==> config.mk <==
export PLATFORM = sky130hd
export DESIGN_NAME = sld_cmd_queue
export DESIGN_NICKNAME = d
export VERILOG_FILES = /design/src/hw/rtl/sld_pkg.sv /design/src/hw/rtl/sld_cmd_queue.sv
export SDC_FILE = /design/constraint.sdc
export NUM_CORES = 1
export LEC_CHECK = 0
export BUFFER_PORTS_ARGS = -buffer_cell sky130_fd_sc_hd__buf_2
export CORE_UTILIZATION = 55
export CTS_BUF_LIST = sky130_fd_sc_hd__clkbuf_4
export DETAILED_ROUTE_END_ITERATION = 8
export GPL_TIMING_DRIVEN = 0
export PLACE_DENSITY_LB_ADDON = 0.25
export SYNTH_ARGS = -nofsm -noshare
export SYNTH_HDL_FRONTEND = slang
export SYNTH_SLANG_ARGS = --single-unit
==> constraint.sdc <==
create_clock -name clock -period 7.2 [get_ports clock]
set_input_delay 1.08 -clock clock [delete_from_list [all_inputs] [get_ports clock]]
set_output_delay 1.08 -clock clock [all_outputs]
set_load 0.02 [all_outputs]
==> src/hw/rtl/sld_pkg.sv <==
`timescale 1ns / 1ps
package sld_pkg;
   localparam int MAX_LINE = 256;
   localparam int POS_W    = $clog2(MAX_LINE);
   localparam int LEN_W    = POS_W + 1;
   localparam int ADDR_W   = POS_W + 1;

   localparam logic [LEN_W-1:0] NO_MISMATCH = LEN_W'(MAX_LINE);
   localparam logic [LEN_W:0]   LONG_LIMIT  = (LEN_W + 1)'(MAX_LINE - 1);

   localparam logic [7:0] CHAR_TAB     = 8'd9;
   localparam logic [7:0] CHAR_NEWLINE = 8'd10;
   localparam logic [7:0] CHAR_VT      = 8'd11;
   localparam logic [7:0] CHAR_FF      = 8'd12;
   localparam logic [7:0] CHAR_CR      = 8'd13;
   localparam logic [7:0] CHAR_SPACE   = 8'd32;
   localparam logic [7:0] CHAR_PLUS    = 8'd43;
   localparam logic [7:0] CHAR_MINUS   = 8'd45;
   localparam logic [7:0] CHAR_ZERO    = 8'd48;
   localparam logic [7:0] CHAR_NINE    = 8'd57;

   localparam logic KIND_BYTE = 1'b0;
   localparam logic KIND_END  = 1'b1;

   localparam logic [1:0] ERR_NONE   = 2'd0;
   localparam logic [1:0] ERR_LONG   = 2'd1;
   localparam logic [1:0] ERR_NO_TAB = 2'd2;

   typedef enum logic {CMD_EMIT, CMD_ERROR} cmd_op_type;

   typedef struct packed {
      cmd_op_type       op;
      logic             half;
      logic [LEN_W-1:0] len;
      logic [31:0]      count;
      logic [1:0]       code;
   } cmd_type;

   typedef struct packed {
      logic              en;
      logic [ADDR_W-1:0] addr;
   } rd_req_type;

   typedef struct packed {
      logic [63:0] key;
      logic [3:0]  nbytes;
      logic [31:0] count;
      logic        last;
      logic [1:0]  code;
   } piece_type;

   typedef enum logic [1:0] {PARSE_SKIP, PARSE_DIGITS, PARSE_DONE} parse_state_type;
   typedef enum logic [1:0] {BACK_IDLE, BACK_READ, BACK_CAPT, BACK_PUSH} back_state_type;

   function automatic logic [31:0] sat_add(input logic [31:0] a, input logic [31:0] b);
      logic [32:0] s;
      s = {1'b0, a} + {1'b0, b};
      return s[32] ? 32'hFFFF_FFFF : s[31:0];
   endfunction

   function automatic logic [31:0] sat_mac10(input logic [31:0] p, input logic [3:0] d);
      logic [35:0] s;
      s = ({4'b0, p} << 3) + ({4'b0, p} << 1) + {32'b0, d};
      return (s[35:32] != 4'd0) ? 32'hFFFF_FFFF : s[31:0];
   endfunction
endpackage

==> src/hw/rtl/sld_cmd_queue.sv <==
`timescale 1ns / 1ps
module sld_cmd_queue (
   input  logic             clock,
   input  logic             reset,
   input  logic             push,
   input  sld_pkg::cmd_type push_cmd,
   input  logic             pop,
   output logic             not_empty,
   output sld_pkg::cmd_type head
);
   import sld_pkg::*;

   cmd_type ent_ff [2];
   logic wr_ptr_ff, rd_ptr_ff;
   logic [1:0] cnt_ff;

   assign not_empty = cnt_ff != 2'd0;
   assign head = ent_ff[rd_ptr_ff];

   always_ff @(posedge clock) begin
      if (push) begin
         ent_ff[wr_ptr_ff] <= push_cmd;
      end
   end

   always_ff @(posedge clock) begin
      if (reset) begin
         wr_ptr_ff <= 1'b0;
         rd_ptr_ff <= 1'b0;
         cnt_ff    <= 2'd0;
      end else begin
         if (push) begin
            wr_ptr_ff <= ~wr_ptr_ff;
         end
         if (pop) begin
            rd_ptr_ff <= ~rd_ptr_ff;
         end
         cnt_ff <= cnt_ff + {1'b0, push} - {1'b0, pop};
      end
   end
endmodule

==> reports/qor.txt <==
status: finished, final reports clean
Multi-input gate area: 771 um^2
vias post-DR: 1728
TNS Setup: 0 ns
part of the cycle the worst path needs: 36.9%
largest net degree at the start of global routing: 25
Lkg Pwr: 0.00177 uW
pwr dens: 259 nW/um^2
Seq/Total Area, Yosys: 76.5%
CTS root buf: clkbuf_4
Synth Area in Simple Gates: 1.09%
CP required: 6.12 ns
CTS tree: built
Slew Viols, Final: 0
Post-Syn Area per Cell: 22.9 um^2
Peak supply drop: 0.172 mV
CP Max Fanout: 10
first-pass GRT wire length: 8.70 mm
WL/cell: 15.3 um
Crit. End Element: output pin
CTS Buf Count: 9
clock sink count: 95
Hold Fails Final Rpt: 0
Clock transition at path regs: 0.14 ns
Worst-Skew Late Latency: 0.42 ns
Netlist cell types: 14
XOR/XNOR share of the synthesized area: 1.09%
Int Pwr: 880 uW
dpl hpwl: 3.58 mm
Max-Cap Viols: 0
die height: 83.6 um
Boundary Pins: 95
grt ovf: 0
Synth Area in Adders: 0.683%
FP Rows: 29
post-synthesis compound-gate area fraction: 0%
Core Box Area: 6390 um^2
Slew HR: 54.3%
H-tree levels: 3
Primary FF master, synth: edfxtp_1
post-synthesis mux area share: 17.9%
Die W: 83.6 um
Routed Wire Length: 5.33 mm
Worst Setup Path Type: reg2out
fmax: 376 MHz
largest family of logic cells by synthesized area: multiplexers
Die Footprint: 6990 um^2
top cell type's share of synthesized area: 73.8%
Place WS: 4.79 ns
# resized after CTS: 0
synthesized instance count: 160
startpoint types: flip-flop
Synth Cell Area: 3660 um^2
top post-synthesis cells by area: edfxtp_1, mux2_4, dfxtp_1
share of cells above drive strength 1: 60.3%
Port Buffers: 94
vias per cell: 4.95
maximum root-to-sink buffer count: 2
Setup Buffers After CTS: 0
most frequent cells after synthesis: edfxtp_1, mux2_4, dfxtp_1, mux2_2
EDFF count, synth: 90
fin nets: 318
skew final: 0.0120 ns
top-count cell post-synth: edfxtp_1
vias in the first global route: 1837
P_sw: 272 uW
post-synthesis async set-or-reset flop share: 0%
Gate power share: 16.4%
initial antenna violation count: 0
DR DRC count: 0
Setup Viol. Count Final: 0
total track usage: 16.6%
Initial Util: 57.4%
Area growth, synth to finish: 21.2%
Yosys Warn Count: 0
CTS Hold Buffers Added: 0
Arrival @ worst endpoint: 1.58 ns
Hold Slack: 0.538 ns
Least-Margin Pin Slew: 0.684 ns
Reg area: 2800 um^2
initial DRC count: 87
n_diodes: 0
post-synth top area cell: edfxtp_1
Flop pwr share: 56.7%
RSZ-0062 raised after global routing: false
Seq cells post-synth: 95
Sw Ratio: 23.6%
drt first pass iters: 2
minimum clock period: 2.66 ns
worst setup margin: 4.54 ns
fill count: 437
Clk pwr share: 26.9%
Detail Route Antenna Nets: 0
Synth Net Count: 211
Min-Delay Path Class: reg2reg
GPL Wtd Cong: 0.686
==> cells by family after synthesis <==
group / count (synthesis)
buffers and inverters: 7
muxes: 45
adders and majority gates: 2
and+or+nand+nor: 8
DFF: 95
xor gates and xnor gates: 3
==> per-stage QoR <==
stage / instance area, um^2 / util, % / cells / total power (uW)
after floorplan: 3660 / - / 160 / 798
after global placement: 4230 / 66.2 / 331 / 851
after detailed placement: 4280 / 67.0 / 333 / 858
after CTS: 4440 / 69.5 / 349 / 1160
after global routing: 4440 / 69.5 / 349 / 1200
final: 4440 / 69.5 / 349 / 1150
==> layout make-up <==
| cell class | instances | share of cell area [%] |
|---|---|---|
| buffer | 5 | 2.06 |
| clock buffer | 10 | 1.69 |
| clock inverter | 6 | 1.94 |
| inverter | 2 | 0.169 |
| multi-input combinational | 58 | 17.4 |
| sequential | 95 | 63.1 |
| tap | 77 | 2.17 |
| timing repair buffer | 96 | 11.5 |
==> layer usage <==
layer	global-route usage, %	share of wire (%)
met3	4.25	4.9
met2	28.6	53
met1	19.1	40
met5	0	0
met4	8.78	2.0
==> worst max-delay path, stage by stage (launching register included) <==
cell,delay [ns]
dfxtp_1,0.35
buf_6,0.18
buf_12,0.16
mux2_4,0.31
buf_2,0.16
==> cell usage in the layout, fill, tap and decap left out, types with 2 or more instances in the layout <==
master	instances
mux2_2	5
bufinv_16	2
clkinvlp_4	3
buf_2	94
inv_1	2
dfxtp_1	5
ha_1	2
clkbuf_4	10
edfxtp_1	90
xnor2_1	2
buf_12	6
nor2_1	4
mux2_4	40
==> registers in the layout, indices dropped and copies added (netlist names), named ones only <==
name       flops
rd_ptr_ff      1
wr_ptr_ff      1
ent_ff        90
cnt_ff         2
==> worst paths after layout <==
check	start	end	slack (ns)	cells past startpoint
max	flip-flop	head[6]	4.54	4
min	rd_ptr_ff	flip-flop	0.54	2
max reg2reg	wr_ptr_ff	ent_ff[1][5]	5.68	2
min reg2reg	rd_ptr_ff	flip-flop	0.54	2
==> power by group through the flow <==
stage / clock network (uW) / registers [uW] / logic [uW]
3_3_place_gp: 0 / 666 / 185
3_5_place_dp: 0 / 666 / 192
5_1_grt: 336 / 657 / 202
2_1_floorplan: 0 / 665 / 133
4_1_cts: 317 / 653 / 192
6_report: 310 / 653 / 189
No activity file was read; power rests on OpenSTA's default activity.
