[src/hw/rtl/sld_pkg.sv]
`timescale 1ns / 1ps
package sld_pkg;
   localparam int MAX_LINE = 256;
   localparam int POS_W    = $clog2(MAX_LINE);
   localparam int LEN_W    = POS_W + 1;
   localparam int ADDR_W   = POS_W + 1;

   localparam logic [LEN_W-1:0] NO_MISMATCH = LEN_W'(MAX_LINE);
   localparam logic [LEN_W:0]   LONG_LIMIT  = (LEN_W + 1)'(MAX_LINE - 1);

   localparam logic [7:0] CHAR_TAB     = 8'd9;
   localparam logic [7:0] CHAR_NEWLINE = 8'd10;
   localparam logic [7:0] CHAR_VT      = 8'd11;
   localparam logic [7:0] CHAR_FF      = 8'd12;
   localparam logic [7:0] CHAR_CR      = 8'd13;
   localparam logic [7:0] CHAR_SPACE   = 8'd32;
   localparam logic [7:0] CHAR_PLUS    = 8'd43;
   localparam logic [7:0] CHAR_MINUS   = 8'd45;
   localparam logic [7:0] CHAR_ZERO    = 8'd48;
   localparam logic [7:0] CHAR_NINE    = 8'd57;

   localparam logic KIND_BYTE = 1'b0;
   localparam logic KIND_END  = 1'b1;

   localparam logic [1:0] ERR_NONE   = 2'd0;
   localparam logic [1:0] ERR_LONG   = 2'd1;
   localparam logic [1:0] ERR_NO_TAB = 2'd2;

   typedef enum logic {CMD_EMIT, CMD_ERROR} cmd_op_type;

   typedef struct packed {
      cmd_op_type       op;
      logic             half;
      logic [LEN_W-1:0] len;
      logic [31:0]      count;
      logic [1:0]       code;
   } cmd_type;

   typedef struct packed {
      logic              en;
      logic [ADDR_W-1:0] addr;
   } rd_req_type;

   typedef struct packed {
      logic [63:0] key;
      logic [3:0]  nbytes;
      logic [31:0] count;
      logic        last;
      logic [1:0]  code;
   } piece_type;

   typedef enum logic [1:0] {PARSE_SKIP, PARSE_DIGITS, PARSE_DONE} parse_state_type;
   typedef enum logic [1:0] {BACK_IDLE, BACK_READ, BACK_CAPT, BACK_PUSH} back_state_type;

   function automatic logic [31:0] sat_add(input logic [31:0] a, input logic [31:0] b);
      logic [32:0] s;
      s = {1'b0, a} + {1'b0, b};
      return s[32] ? 32'hFFFF_FFFF : s[31:0];
   endfunction

   function automatic logic [31:0] sat_mac10(input logic [31:0] p, input logic [3:0] d);
      logic [35:0] s;
      s = ({4'b0, p} << 3) + ({4'b0, p} << 1) + {32'b0, d};
      return (s[35:32] != 4'd0) ? 32'hFFFF_FFFF : s[31:0];
   endfunction
endpackage

[src/hw/rtl/sld_back.sv]
`timescale 1ns / 1ps
module sld_back (
   input  logic                clock,
   input  logic                reset,
   input  logic                cmd_valid,
   input  sld_pkg::cmd_type    cmd,
   output logic                cmd_pop,
   output logic                busy,
   output sld_pkg::rd_req_type rd_req,
   input  logic [7:0]          rd_data,
   input  logic                out_pop,
   output logic                out_empty,
   output sld_pkg::piece_type  out_piece
);
   import sld_pkg::*;

   back_state_type state_ff, state_in;
   cmd_type cmd_ff;
   logic [LEN_W-1:0] pos_ff;
   logic [63:0] word_ff;
   piece_type slot_ff [2];
   logic wr_ptr_ff, rd_ptr_ff;
   logic [1:0] cnt_ff;
   logic out_space, out_push, piece_end, run_end;
   logic [LEN_W-1:0] pos_next;
   piece_type piece;

   assign out_space = cnt_ff != 2'd2;
   assign out_empty = cnt_ff == 2'd0;
   assign out_piece = slot_ff[rd_ptr_ff];
   assign busy      = state_ff != BACK_IDLE;
   assign pos_next  = pos_ff + 1'b1;
   assign run_end   = pos_next == cmd_ff.len;
   assign piece_end = pos_ff[2:0] == 3'd7 || run_end;

   always_comb begin
      if (cmd_ff.op == CMD_ERROR) begin
         piece      = '0;
         piece.last = 1'b1;
         piece.code = cmd_ff.code;
      end else begin
         piece.key    = word_ff;
         piece.nbytes = {1'b0, pos_ff[2:0]} + 4'd1;
         piece.count  = cmd_ff.count;
         piece.last   = run_end;
         piece.code   = ERR_NONE;
      end
   end

   always_comb begin
      state_in = state_ff;
      unique case (state_ff)
         BACK_IDLE: begin
            if (cmd_valid) begin
               state_in = (cmd.op == CMD_ERROR) ? BACK_PUSH : BACK_READ;
            end
         end
         BACK_READ: state_in = BACK_CAPT;
         BACK_CAPT: state_in = piece_end ? BACK_PUSH : BACK_READ;
         BACK_PUSH: begin
            if (out_space) begin
               state_in = (piece.last) ? BACK_IDLE : BACK_READ;
            end
         end
         default: state_in = BACK_IDLE;
      endcase
   end

   always_comb begin
      cmd_pop     = state_ff == BACK_IDLE && cmd_valid;
      rd_req.en   = state_ff == BACK_READ;
      rd_req.addr = {cmd_ff.half, pos_ff[POS_W-1:0]};
      out_push    = state_ff == BACK_PUSH && out_space;
   end

   always_ff @(posedge clock) begin
      if (cmd_pop) begin
         cmd_ff  <= cmd;
         pos_ff  <= '0;
         word_ff <= '0;
      end else if (state_ff == BACK_CAPT) begin
         word_ff[pos_ff[2:0]*8 +: 8] <= rd_data;
         if (!piece_end) begin
            pos_ff <= pos_next;
         end
      end else if (out_push) begin
         pos_ff  <= pos_next;
         word_ff <= '0;
      end
      if (out_push) begin
         slot_ff[wr_ptr_ff] <= piece;
      end
   end

   always_ff @(posedge clock) begin
      if (reset) begin
         state_ff  <= BACK_IDLE;
         wr_ptr_ff <= 1'b0;
         rd_ptr_ff <= 1'b0;
         cnt_ff    <= 2'd0;
      end else begin
         state_ff <= state_in;
         if (out_push) begin
            wr_ptr_ff <= ~wr_ptr_ff;
         end
         if (out_pop && !out_empty) begin
            rd_ptr_ff <= ~rd_ptr_ff;
         end
         cnt_ff <= cnt_ff + {1'b0, out_push} - {1'b0, out_pop && !out_empty};
      end
   end
endmodule

[config.mk]
export PLATFORM = sky130hd
export DESIGN_NAME = sld_back
export DESIGN_NICKNAME = d
export VERILOG_FILES = /design/src/hw/rtl/sld_pkg.sv /design/src/hw/rtl/sld_back.sv
export SDC_FILE = /design/constraint.sdc
export NUM_CORES = 1
export LEC_CHECK = 0
export ABC_AREA = 1
export BUFFER_PORTS_ARGS = -buffer_cell sky130_fd_sc_hd__buf_2
export CAP_MARGIN = 10
export CORE_MARGIN = 2
export CORE_UTILIZATION = 62
export DETAILED_ROUTE_END_ITERATION = 7
export PLACE_DENSITY = 0.89
export SLEW_MARGIN = 10
export SYNTH_ARGS = -nofsm -noshare
export SYNTH_HDL_FRONTEND = slang
export SYNTH_SLANG_ARGS = --single-unit
export TNS_END_PERCENT = 100
[constraint.sdc]
create_clock -name clock -period 16.24 [get_ports clock]
set_input_delay 1.624 -clock clock [delete_from_list [all_inputs] [get_ports clock]]
set_output_delay 1.624 -clock clock [all_outputs]
set_load 0.01 [all_outputs]
==> flow_metrics.env, run 1 <==
export IMPL_status="complete, no violations"
export IMPL_final_cell_mix="251 x edfxtp_1, 172 x buf_2, 165 x nor2_1, 160 x inv_1, 134 x nand2_1"
export IMPL_post_cts_repair_setup_buffers=0
export IMPL_slew_headroom_pct=27.0
export IMPL_required_ns=14.62
export IMPL_startpoint_type="flop"
export IMPL_htreeDepth=2
export IMPL_globalplace_congestion=0.824
export IMPL_period_share_pct=26.1
export IMPL_slew_viol_final=0
export IMPL_multi_input_area_mm2=0.00319
export IMPL_final_min_clock_period_ns=4.24
export IMPL_num_rows=53
export IMPL_crit_path_end_kind="primary output"
export IMPL_hold_viol=0
export IMPL_power_mw=2.12
export IMPL_viasPerCell=5.38
export IMPL_syn_avg_cell_area_um2=12.1
export IMPL_clk_latency_ns=0.50
export IMPL_wl_mm=26.7
export IMPL_setup_viol=0
export IMPL_layout_commonest_cell="edfxtp_1"
export IMPL_clk_path_buf_depth=3
export IMPL_dr_total_vias=8372
export IMPL_antenna_found_initial=0
export IMPL_ys_seq_area_share_pct=69.4
export IMPL_syn_num_nets=1151
export IMPL_dr_pass1_iters=5
export IMPL_grt_pass1_vias=8246
export IMPL_hold_path_class="flop to flop"
export IMPL_syn_instance_count=1088
export IMPL_crit_slowest_cell="buf_4"
export IMPL_die_area_mm2=0.0224
export IMPL_synth_area_leaders="edfxtp_1 57%, dfxtp_1 12%, mux2_2 8.8%, nor2_1 4.8%, inv_1 4.6%"
export IMPL_seqCellArea_mm2=0.00914
export IMPL_drc=0
export IMPL_fillers=1379
export IMPL_cts_root_buf="clkbuf_16"
export IMPL_dr_first_iter_drc_count=728
export IMPL_num_io_pins=173
export IMPL_ant_nets=0
export IMPL_fin_tns_setup_ns=0
export IMPL_portBuffers=172
export IMPL_nNetsFinal=1320
export IMPL_fmax_mhz=236
export IMPL_cts_buffers=34
export IMPL_cts_num_sinks=331
export IMPL_p_leak_nw=5.91
export IMPL_synth_top_area_share_pct=57.3
export IMPL_grt_use_total_pct=23.8
export IMPL_clock_skew_ns=0.0189
export IMPL_start_util_pct=62.8
export IMPL_clk_pin_slew_ns=0.06
export IMPL_n_antenna_cell=0
export IMPL_drive_above_1_share_pct=28.3
export IMPL_slowest_delay_ns=0.79
export IMPL_rsz0062_at_grt="false"
export IMPL_ff2ff_setup_slack_ns=12.74
export IMPL_cp_arrival_ns=2.62
export IMPL_dp_hpwl_mm=16.6
export IMPL_ys_ff_latch=331
export IMPL_ir_worst_vdd_uv=109
export IMPL_grt_pass1_wl_mm=41.4
export IMPL_cts_resized=0
export IMPL_p_per_area_mw_per_mm2=138
export IMPL_yosys_area_top_type="edfxtp_1"
export IMPL_syn_area_mm2=0.0132
export IMPL_hold_buffers=0
export IMPL_grt_max_degree=94
export IMPL_yosysWarnings=0
export IMPL_worstMarginPinSlew_ns=1.10
export IMPL_die_width_um=150
export IMPL_grt_ovfl_total=0
export IMPL_whs_ns=0.461
export IMPL_crit_chain="buf_4 -> mux2_2 -> buf_2"
export IMPL_area_delta_synth_final_pct=16.4
export IMPL_path_max_fanout=74
export IMPL_cts_tree="done"
export IMPL_wl_per_cell_um=17.1
export IMPL_core_area_mm2=0.0210
export IMPL_ys_types=34
export IMPL_maxCapViolCount=0
export IMPL_fp_dieH_um=150
export IMPL_crit_type="flop to primary output"
==> per-stage QoR <==
stage                     cells  setup WS, ns  util (%)  instance area, um2
after floorplan            1088         10.42         -               13200
after detailed placement   1496         12.16      67.8               14200
after global routing       1557         11.88      73.1               15300
after CTS                  1557         11.97      73.1               15300
after global placement     1496         12.17      67.8               14200
final                      1557         12.00      73.1               15300
==> cells by family (layout without fill, tap and decap cells) <==
group,after synthesis,in the layout,synth area share [%]
XOR/XNOR,2,2,0.133
flip-flops,331,331,69.4
buffers and inverters,212,406,6.49
AND/OR/NAND/NOR,354,354,11.3
multiplexers,103,103,8.81
AO/OA/AOI/OAI,80,80,3.32
adder cells (fa/ha/maj),6,6,0.570
==> flip-flops by register name (all words and copies together), names as in the netlist, named ones only <==
signal	cells
cmd_ff	44
cnt_ff	2
pos_ff	9
rd_ptr_ff	1
rd_req	1
slot_ff	206
state_ff	2
word_ff	64
wr_ptr_ff	1
==> Yosys cell counts <==
| library cell | n |
|---|---|
| o22ai_1 | 24 |
| ha_1 | 6 |
| mux2_2 | 103 |
| buf_6 | 1 |
| a21oi_2 | 1 |
| o21ai_0 | 2 |
| nor3_1 | 3 |
| o21bai_1 | 1 |
| or2_2 | 1 |
| xnor2_1 | 1 |
| dfxtp_1 | 80 |
| a21oi_1 | 44 |
| nand2_2 | 5 |
| nor2_2 | 7 |
| nand2_1 | 134 |
| nand3_2 | 1 |
| inv_4 | 1 |
| nor2_4 | 2 |
| nor3b_1 | 1 |
| inv_2 | 4 |
| nand3b_1 | 3 |
| nand3_1 | 18 |
| edfxtp_1 | 251 |
| buf_4 | 12 |
| inv_1 | 160 |
| nor2_1 | 168 |
| xor2_1 | 1 |
| buf_1 | 3 |
| clkinv_1 | 2 |
| nand4_1 | 8 |
| clkbuf_1 | 26 |
| nor3_4 | 3 |
| buf_2 | 3 |
| o21ai_1 | 8 |
==> cell type report <==
type	instances	share of cell area [%]
clock buffer	47	6.40
clock inverter	14	0.857
inverter	167	4.11
multi-input combinational	545	20.8
sequential	331	59.6
tap	275	2.24
timing repair buffer	178	5.91
==> worst max-delay path: cells and delay by family, from the launching register on <==
family | cells | cell delay (ns)
muxes | 1 | 0.43
buffers and inverters | 2 | 0.93
DFF | 1 | 0.62
==> path summary, 6_finish.rpt <==
| check | start | end | cells after the start |
|---|---|---|---|
| max | flop | out_piece[64] | 3 |
| max reg2reg | state_ff[0]$_SDFFE_PP0P_ | slot_ff[1][59]$_DFFE_PP_ | 5 |
| min reg2reg | word_ff[37]$_SDFFE_PP0P_ | word_ff[37]$_SDFFE_PP0P_ | 2 |
| min | word_ff[37]$_SDFFE_PP0P_ | word_ff[37]$_SDFFE_PP0P_ | 2 |
==> where the power goes <==
part           total [mW]  internal (mW)  switching (mW)  leakage [nW]
Clock               0.763          0.457           0.306         0.555
Combinational       0.362          0.147           0.216          2.36
Sequential          0.997          0.956          0.0407          2.99
Total                2.12           1.56           0.563          5.91
==> routing by layer <==
layer / wire length (um) / vias up / part of all wire, % / global-route usage (%)
met3: 1660 / 57 / 6.2 / 3.99
met2: 13700 / 332 / 51 / 41.5
met1: 10600 / 4030 / 40 / 30.5
met5: 0 / - / 0 / 0
met4: 731 / 0 / 2.7 / 8.30
li1: - / 3953 / - / -
Note: power is estimated with default switching activity, not from simulation.
==> inputs of run 2 (changes only) <==
CORE_UTILIZATION = 52   (was 62)
PLACE_DENSITY = 0.8   (was 0.89)
clock period = 3.6 ns   (was 16.24 ns; I/O delays follow)
==> run 2 against run 1 <==
  * Register-to-register slack lost 12 ns
  * Critical path depth grew 6
  * Clock power grew to 4.4 times the previous value
  * Design area grew 0.80%
  * Critical path type is now flop to flop
  * Largest power group unchanged
  * Clock-buffer cell count shrank 1
==> flow_metrics.env, run 2 (synthesis gave the netlist of run 1 again) <==
export IMPL_cp_arrival_ns=3.05
export IMPL_slew_headroom_pct=33.3
export IMPL_final_cell_mix="251 x edfxtp_1, 172 x buf_2, 165 x nor2_1, 160 x inv_1, 134 x nand2_1"
export IMPL_p_per_area_mw_per_mm2=616
export IMPL_crit_type="flop to flop"
export IMPL_worst_slack_ns=0.986
export IMPL_die_area_mm2=0.0266
export IMPL_ir_worst_vdd_uv=347
export IMPL_grt_pass1_wl_mm=41.3
export IMPL_period_share_pct=72.6
export IMPL_placed_cell_area_mm2=0.0144
export IMPL_drive_above_1_share_pct=27.9
export IMPL_grt_ovfl_total=0
export IMPL_finalInstanceArea_mm2=0.0154
export IMPL_wl_mm=26.2
export IMPL_largest_register_ffs=206
export IMPL_dr_total_vias=8228
export IMPL_globalplace_congestion=0.899
export IMPL_antenna_found_initial=3
export IMPL_maxCapViolCount=0
export IMPL_grt_use_total_pct=19.9
export IMPL_clk_path_buf_depth=3
export IMPL_drc=0
export IMPL_die_width_um=163
export IMPL_grt_max_degree=84
export IMPL_regMostFlops="slot_ff"
export IMPL_cts_num_sinks=331
export IMPL_path_max_fanout=12
export IMPL_utilization_pct=61.7
export IMPL_clock_skew_ns=0.0184
export IMPL_dr_pass1_iters=5
export IMPL_fillers=1923
export IMPL_grt_pass1_vias=8048
export IMPL_cts_buffers=35
export IMPL_cts_root_buf="clkbuf_16"
export IMPL_start_util_pct=52.6
export IMPL_dp_hpwl_mm=16.8
export IMPL_ant_nets=0
export IMPL_viasPerCell=5.08
export IMPL_setup_viol=0
export IMPL_ff2ff_setup_slack_ns=0.99
export IMPL_slew_viol_final=0
export IMPL_area_delta_synth_final_pct=17.4
export IMPL_hold_buffers=0
export IMPL_fmax_mhz=383
export IMPL_post_cts_repair_setup_buffers=0
export IMPL_wl_per_cell_um=16.2
export IMPL_power_mw=9.51
export IMPL_dr_first_iter_drc_count=732
export IMPL_p_leak_nw=5.91
export IMPL_clk_latency_ns=0.51
export IMPL_rsz0062_at_grt="false"
export IMPL_portBuffers=172
export IMPL_fp_dieH_um=163
export IMPL_num_rows=58
export IMPL_dp_slack_ns=1.04
export IMPL_fin_tns_setup_ns=0
export IMPL_nNetsFinal=1324
export IMPL_top_regs="slot_ff: 206 flops, word_ff: 64 flops, cmd_ff: 44 flops"
export IMPL_worstMarginPinSlew_ns=0.998
export IMPL_core_area_mm2=0.0250
export IMPL_crit_path_end_kind="flop"
export IMPL_num_io_pins=173
export IMPL_htreeDepth=2
export IMPL_clk_pin_slew_ns=0.06
export IMPL_final_min_clock_period_ns=2.61
export IMPL_hold_path_class="input port to flop"
export IMPL_layout_commonest_cell="edfxtp_1"
export IMPL_hold_viol=0
export IMPL_cts_resized=0
export IMPL_startpoint_type="flop"
export IMPL_required_ns=4.04
export IMPL_status="complete, no violations"
export IMPL_cts_tree="done"
==> run 2: worst max-delay path, cell delays in order (launching register included) <==
cell and delay, ns:
dfxtp_1 0.60, inv_4 0.10, ha_1 0.23, ha_1 0.46, inv_1 0.16, nand3_1 0.34
nand2_1 0.28, o22ai_1 0.19, inv_1 0.07, nor2_1 0.11
==> run 2: layout make-up <==
type                       instances  area (um2)  area share [%]
tap                              330         413            2.67
antenna                            3        7.51          0.0486
inverter                         167         629            4.07
clock buffer                      46         970            6.28
clock inverter                    16         104           0.672
timing repair buffer             181         991            6.41
sequential                       331        9140            59.2
multi-input combinational        545        3190            20.7
==> run 2: per-stage QoR <==
| step | cells | hold WS (ns) |
|---|---|---|
| 2_1_floorplan | 1088 | 0.429 |
| 3_3_place_gp | 1554 | 0.448 |
| 3_5_place_dp | 1554 | 0.452 |
| 4_1_cts | 1616 | 0.00520 |
| 5_1_grt | 1619 | 0.000374 |
| 6_report | 1619 | 0.0231 |
==> run 2: path summary, 6_finish.rpt <==
kind / startpoint / end / cells past startpoint
setup reg to reg: pos_ff[0]$_SDFFE_PP0P_ / word_ff[57]$_SDFFE_PP0P_ / 9
setup / recovery: pos_ff[0]$_SDFFE_PP0P_ / word_ff[57]$_SDFFE_PP0P_ / 9
hold / removal: cmd[9] / cmd_ff[9]$_DFFE_PP_ / 1
hold reg to reg: word_ff[47]$_SDFFE_PP0P_ / word_ff[47]$_SDFFE_PP0P_ / 2
==> run 2: power breakdown <==
| part | switching [mW] | total, mW | internal (mW) |
|---|---|---|---|
| registers | 0.177 | 4.49 | 4.31 |
| logic | 0.987 | 1.67 | 0.681 |
| clock network | 1.39 | 3.36 | 1.97 |
| total | 2.55 | 9.51 | 6.96 |
==> run 2: metal layers <==
metal | track usage, % | part of all wire (%)
met1 | 25.8 | 41
met2 | 33.6 | 50
met3 | 3.15 | 5.4
met4 | 8.05 | 2.9
met5 | 0 | 0
==> inputs of run 3 (changes only) <==
clock period = 2.2 ns   (was 3.6 ns; I/O delays follow)
==> run 3 against run 2 <==
  * Global-route usage rose by 1.5 points
  * Final cell count is 4.3% higher
  * Clock power rose by 76%
  * Via count grew 3.9%
  * Clock skew down 0.0039 ns
  * Worst hold slack worse by 0.0022 ns
  * Die area unchanged
  * Wire length rose by 8.8%
  * Highest routed layer unchanged
==> flow_metrics.env, run 3 (synthesis gave the netlist of run 1 again) <==
export IMPL_fp_dieH_um=163
export IMPL_crit_path_end_kind="primary output"
export IMPL_fmax_mhz=483
export IMPL_whs_endpoint="word_ff[35]$_SDFFE_PP0P_"
export IMPL_hold_path_class="input port to flop"
export IMPL_worst_slack_ns=0.130
export IMPL_startpoint_type="flop"
export IMPL_dp_slack_ns=0.0455
export IMPL_top_regs="slot_ff: 206 flops, word_ff: 64 flops, cmd_ff: 44 flops"
export IMPL_globalplace_congestion=0.834
export IMPL_ff2ff_setup_slack_ns=0.14
export IMPL_ir_worst_vdd_uv=571
export IMPL_rsz0062_at_grt="false"
export IMPL_htreeDepth=2
export IMPL_r2r_cells=11
export IMPL_hold_viol=0
export IMPL_num_io_pins=173
export IMPL_grt_use_total_pct=21.4
export IMPL_core_area_mm2=0.0250
export IMPL_p_per_area_mw_per_mm2=1000
export IMPL_grt_pass1_wl_mm=44.3
export IMPL_p_leak_nw=6.29
export IMPL_clock_skew_ns=0.0144
export IMPL_r2r_start="pos_ff[1]$_SDFFE_PP0P_"
export IMPL_layout_commonest_cell="edfxtp_1"
export IMPL_holdPathStages=3
export IMPL_slew_viol_final=0
export IMPL_fillers=1853
export IMPL_clk_path_buf_depth=3
export IMPL_cts_root_buf="clkbuf_16"
export IMPL_whs_ns=0.0209
export IMPL_worstMarginPinSlew_ns=0.506
export IMPL_maxCapViolCount=0
export IMPL_wl_mm=28.5
export IMPL_n_antenna_cell=0
export IMPL_regMostFlops="slot_ff"
export IMPL_drive_above_1_share_pct=28.7
export IMPL_required_ns=1.98
export IMPL_nNetsFinal=1396
export IMPL_final_min_clock_period_ns=2.07
export IMPL_period_share_pct=94.1
export IMPL_viasPerCell=5.06
export IMPL_clk_pin_slew_ns=0.06
export IMPL_cts_tree="done"
export IMPL_utilization_pct=64.9
export IMPL_rr_endpoint="word_ff[21]$_SDFFE_PP0P_"
export IMPL_min_from="rd_data[3]"
export IMPL_die_area_mm2=0.0266
export IMPL_slew_headroom_pct=66.2
export IMPL_clk_latency_ns=0.51
export IMPL_dp_hpwl_mm=17.4
export IMPL_antenna_found_initial=0
export IMPL_seqCellArea_mm2=0.00915
export IMPL_cts_num_sinks=331
export IMPL_multi_input_area_mm2=0.00322
export IMPL_status="complete, no violations"
export IMPL_grt_max_degree=78
export IMPL_num_rows=58
export IMPL_path_max_fanout=15
export IMPL_cp_arrival_ns=1.85
export IMPL_area_delta_synth_final_pct=23.4
export IMPL_ant_nets=0
export IMPL_drc=0
export IMPL_portBuffers=172
export IMPL_grt_ovfl_total=0
export IMPL_final_cell_mix="251 x edfxtp_1, 172 x buf_2, 163 x nor2_1, 160 x inv_1, 132 x nand2_1"
export IMPL_setup_viol=0
export IMPL_start_util_pct=52.6
export IMPL_grt_pass1_vias=8652
export IMPL_dr_pass1_iters=5
export IMPL_cts_buffers=35
export IMPL_fin_tns_setup_ns=0
export IMPL_crit_type="flop to primary output"
export IMPL_dr_first_iter_drc_count=655
export IMPL_wl_per_cell_um=16.9
export IMPL_largest_register_ffs=206
export IMPL_die_width_um=163
export IMPL_dr_total_vias=8549
-- run 3: cell count changes in the layout (fill, tap and decap cells not counted), moves of 3 or more --
cell,before,now
clkinv_1,10,7
diode_2,3,0
dlygate4sd3_1,0,48
clkbuf_1,8,11
bufinv_16,1,4
buf_4,4,25
-- run 3: layout make-up --
type                            count  area share, %
Tap cell                          330           2.54
Multi-Input combinational cell    545           19.8
Clock buffer                       50           6.12
Inverter                          167           3.92
Sequential cell                   331           56.3
Timing Repair Buffer              253           10.3
Clock inverter                     13          0.993
-- run 3: worst max-delay path by stage --
stage / start / end / slack [ns] / depth (start not counted)
after floorplan: state_ff[0]$_SDFFE_PP0P_ / slot_ff[1][0]$_DFFE_PP_ / -0.58 / 5
after global placement: pos_ff[0]$_SDFFE_PP0P_ / pos_ff[1]$_SDFFE_PP0P_ / 0.15 / 15
after detailed placement: pos_ff[0]$_SDFFE_PP0P_ / word_ff[19]$_SDFFE_PP0P_ / 0.05 / 11
after CTS: pos_ff[0]$_SDFFE_PP0P_ / pos_ff[1]$_SDFFE_PP0P_ / 0.02 / 15
after global routing: pos_ff[0]$_SDFFE_PP0P_ / pos_ff[4]$_SDFFE_PP0P_ / 0.004 / 15
final: flop / out_piece[26] / 0.13 / 3
-- run 3: timing repair --
item / CTS / global route
setup buffers: 3 / 0
resized for setup: 0 / 8
hold buffers: 48 / 0
pin swaps: 1 / 1
endpoints found under the setup margin: 24 / 26
hold endpoints to repair: 54 / 0
-- run 3: layer usage --
| metal | share of wire [%] | global-route usage [%] | up-vias |
|---|---|---|---|
| met4 | 2.8 | 8.13 | 0 |
| li1 | - | - | 4115 |
| met2 | 51 | 37.5 | 254 |
| met5 | 0 | 0 | - |
| met3 | 5.3 | 3.94 | 57 |
| met1 | 41 | 26.4 | 4123 |
-- run 3: report_power, final --
group	switching, mW	total (mW)	internal [mW]
Sequential	0.241	7.30	7.06
Clock	2.28	5.90	3.61
Combinational	1.81	3.12	1.32
-- run 3: per-stage QoR --
step	instance area (um2)	power, mW	std cells
final	16200	16.3	1689
after global routing	16200	17.0	1689
after CTS	16200	16.4	1689
after detailed placement	14600	10.4	1575
after global placement	14600	10.3	1575
after floorplan	13200	9.35	1088
-- run 3: critical path, stage by stage (launching register included) --
cell	delay [ns]
dfxtp_4	0.53
buf_4	0.30
mux2_2	0.37
buf_2	0.14
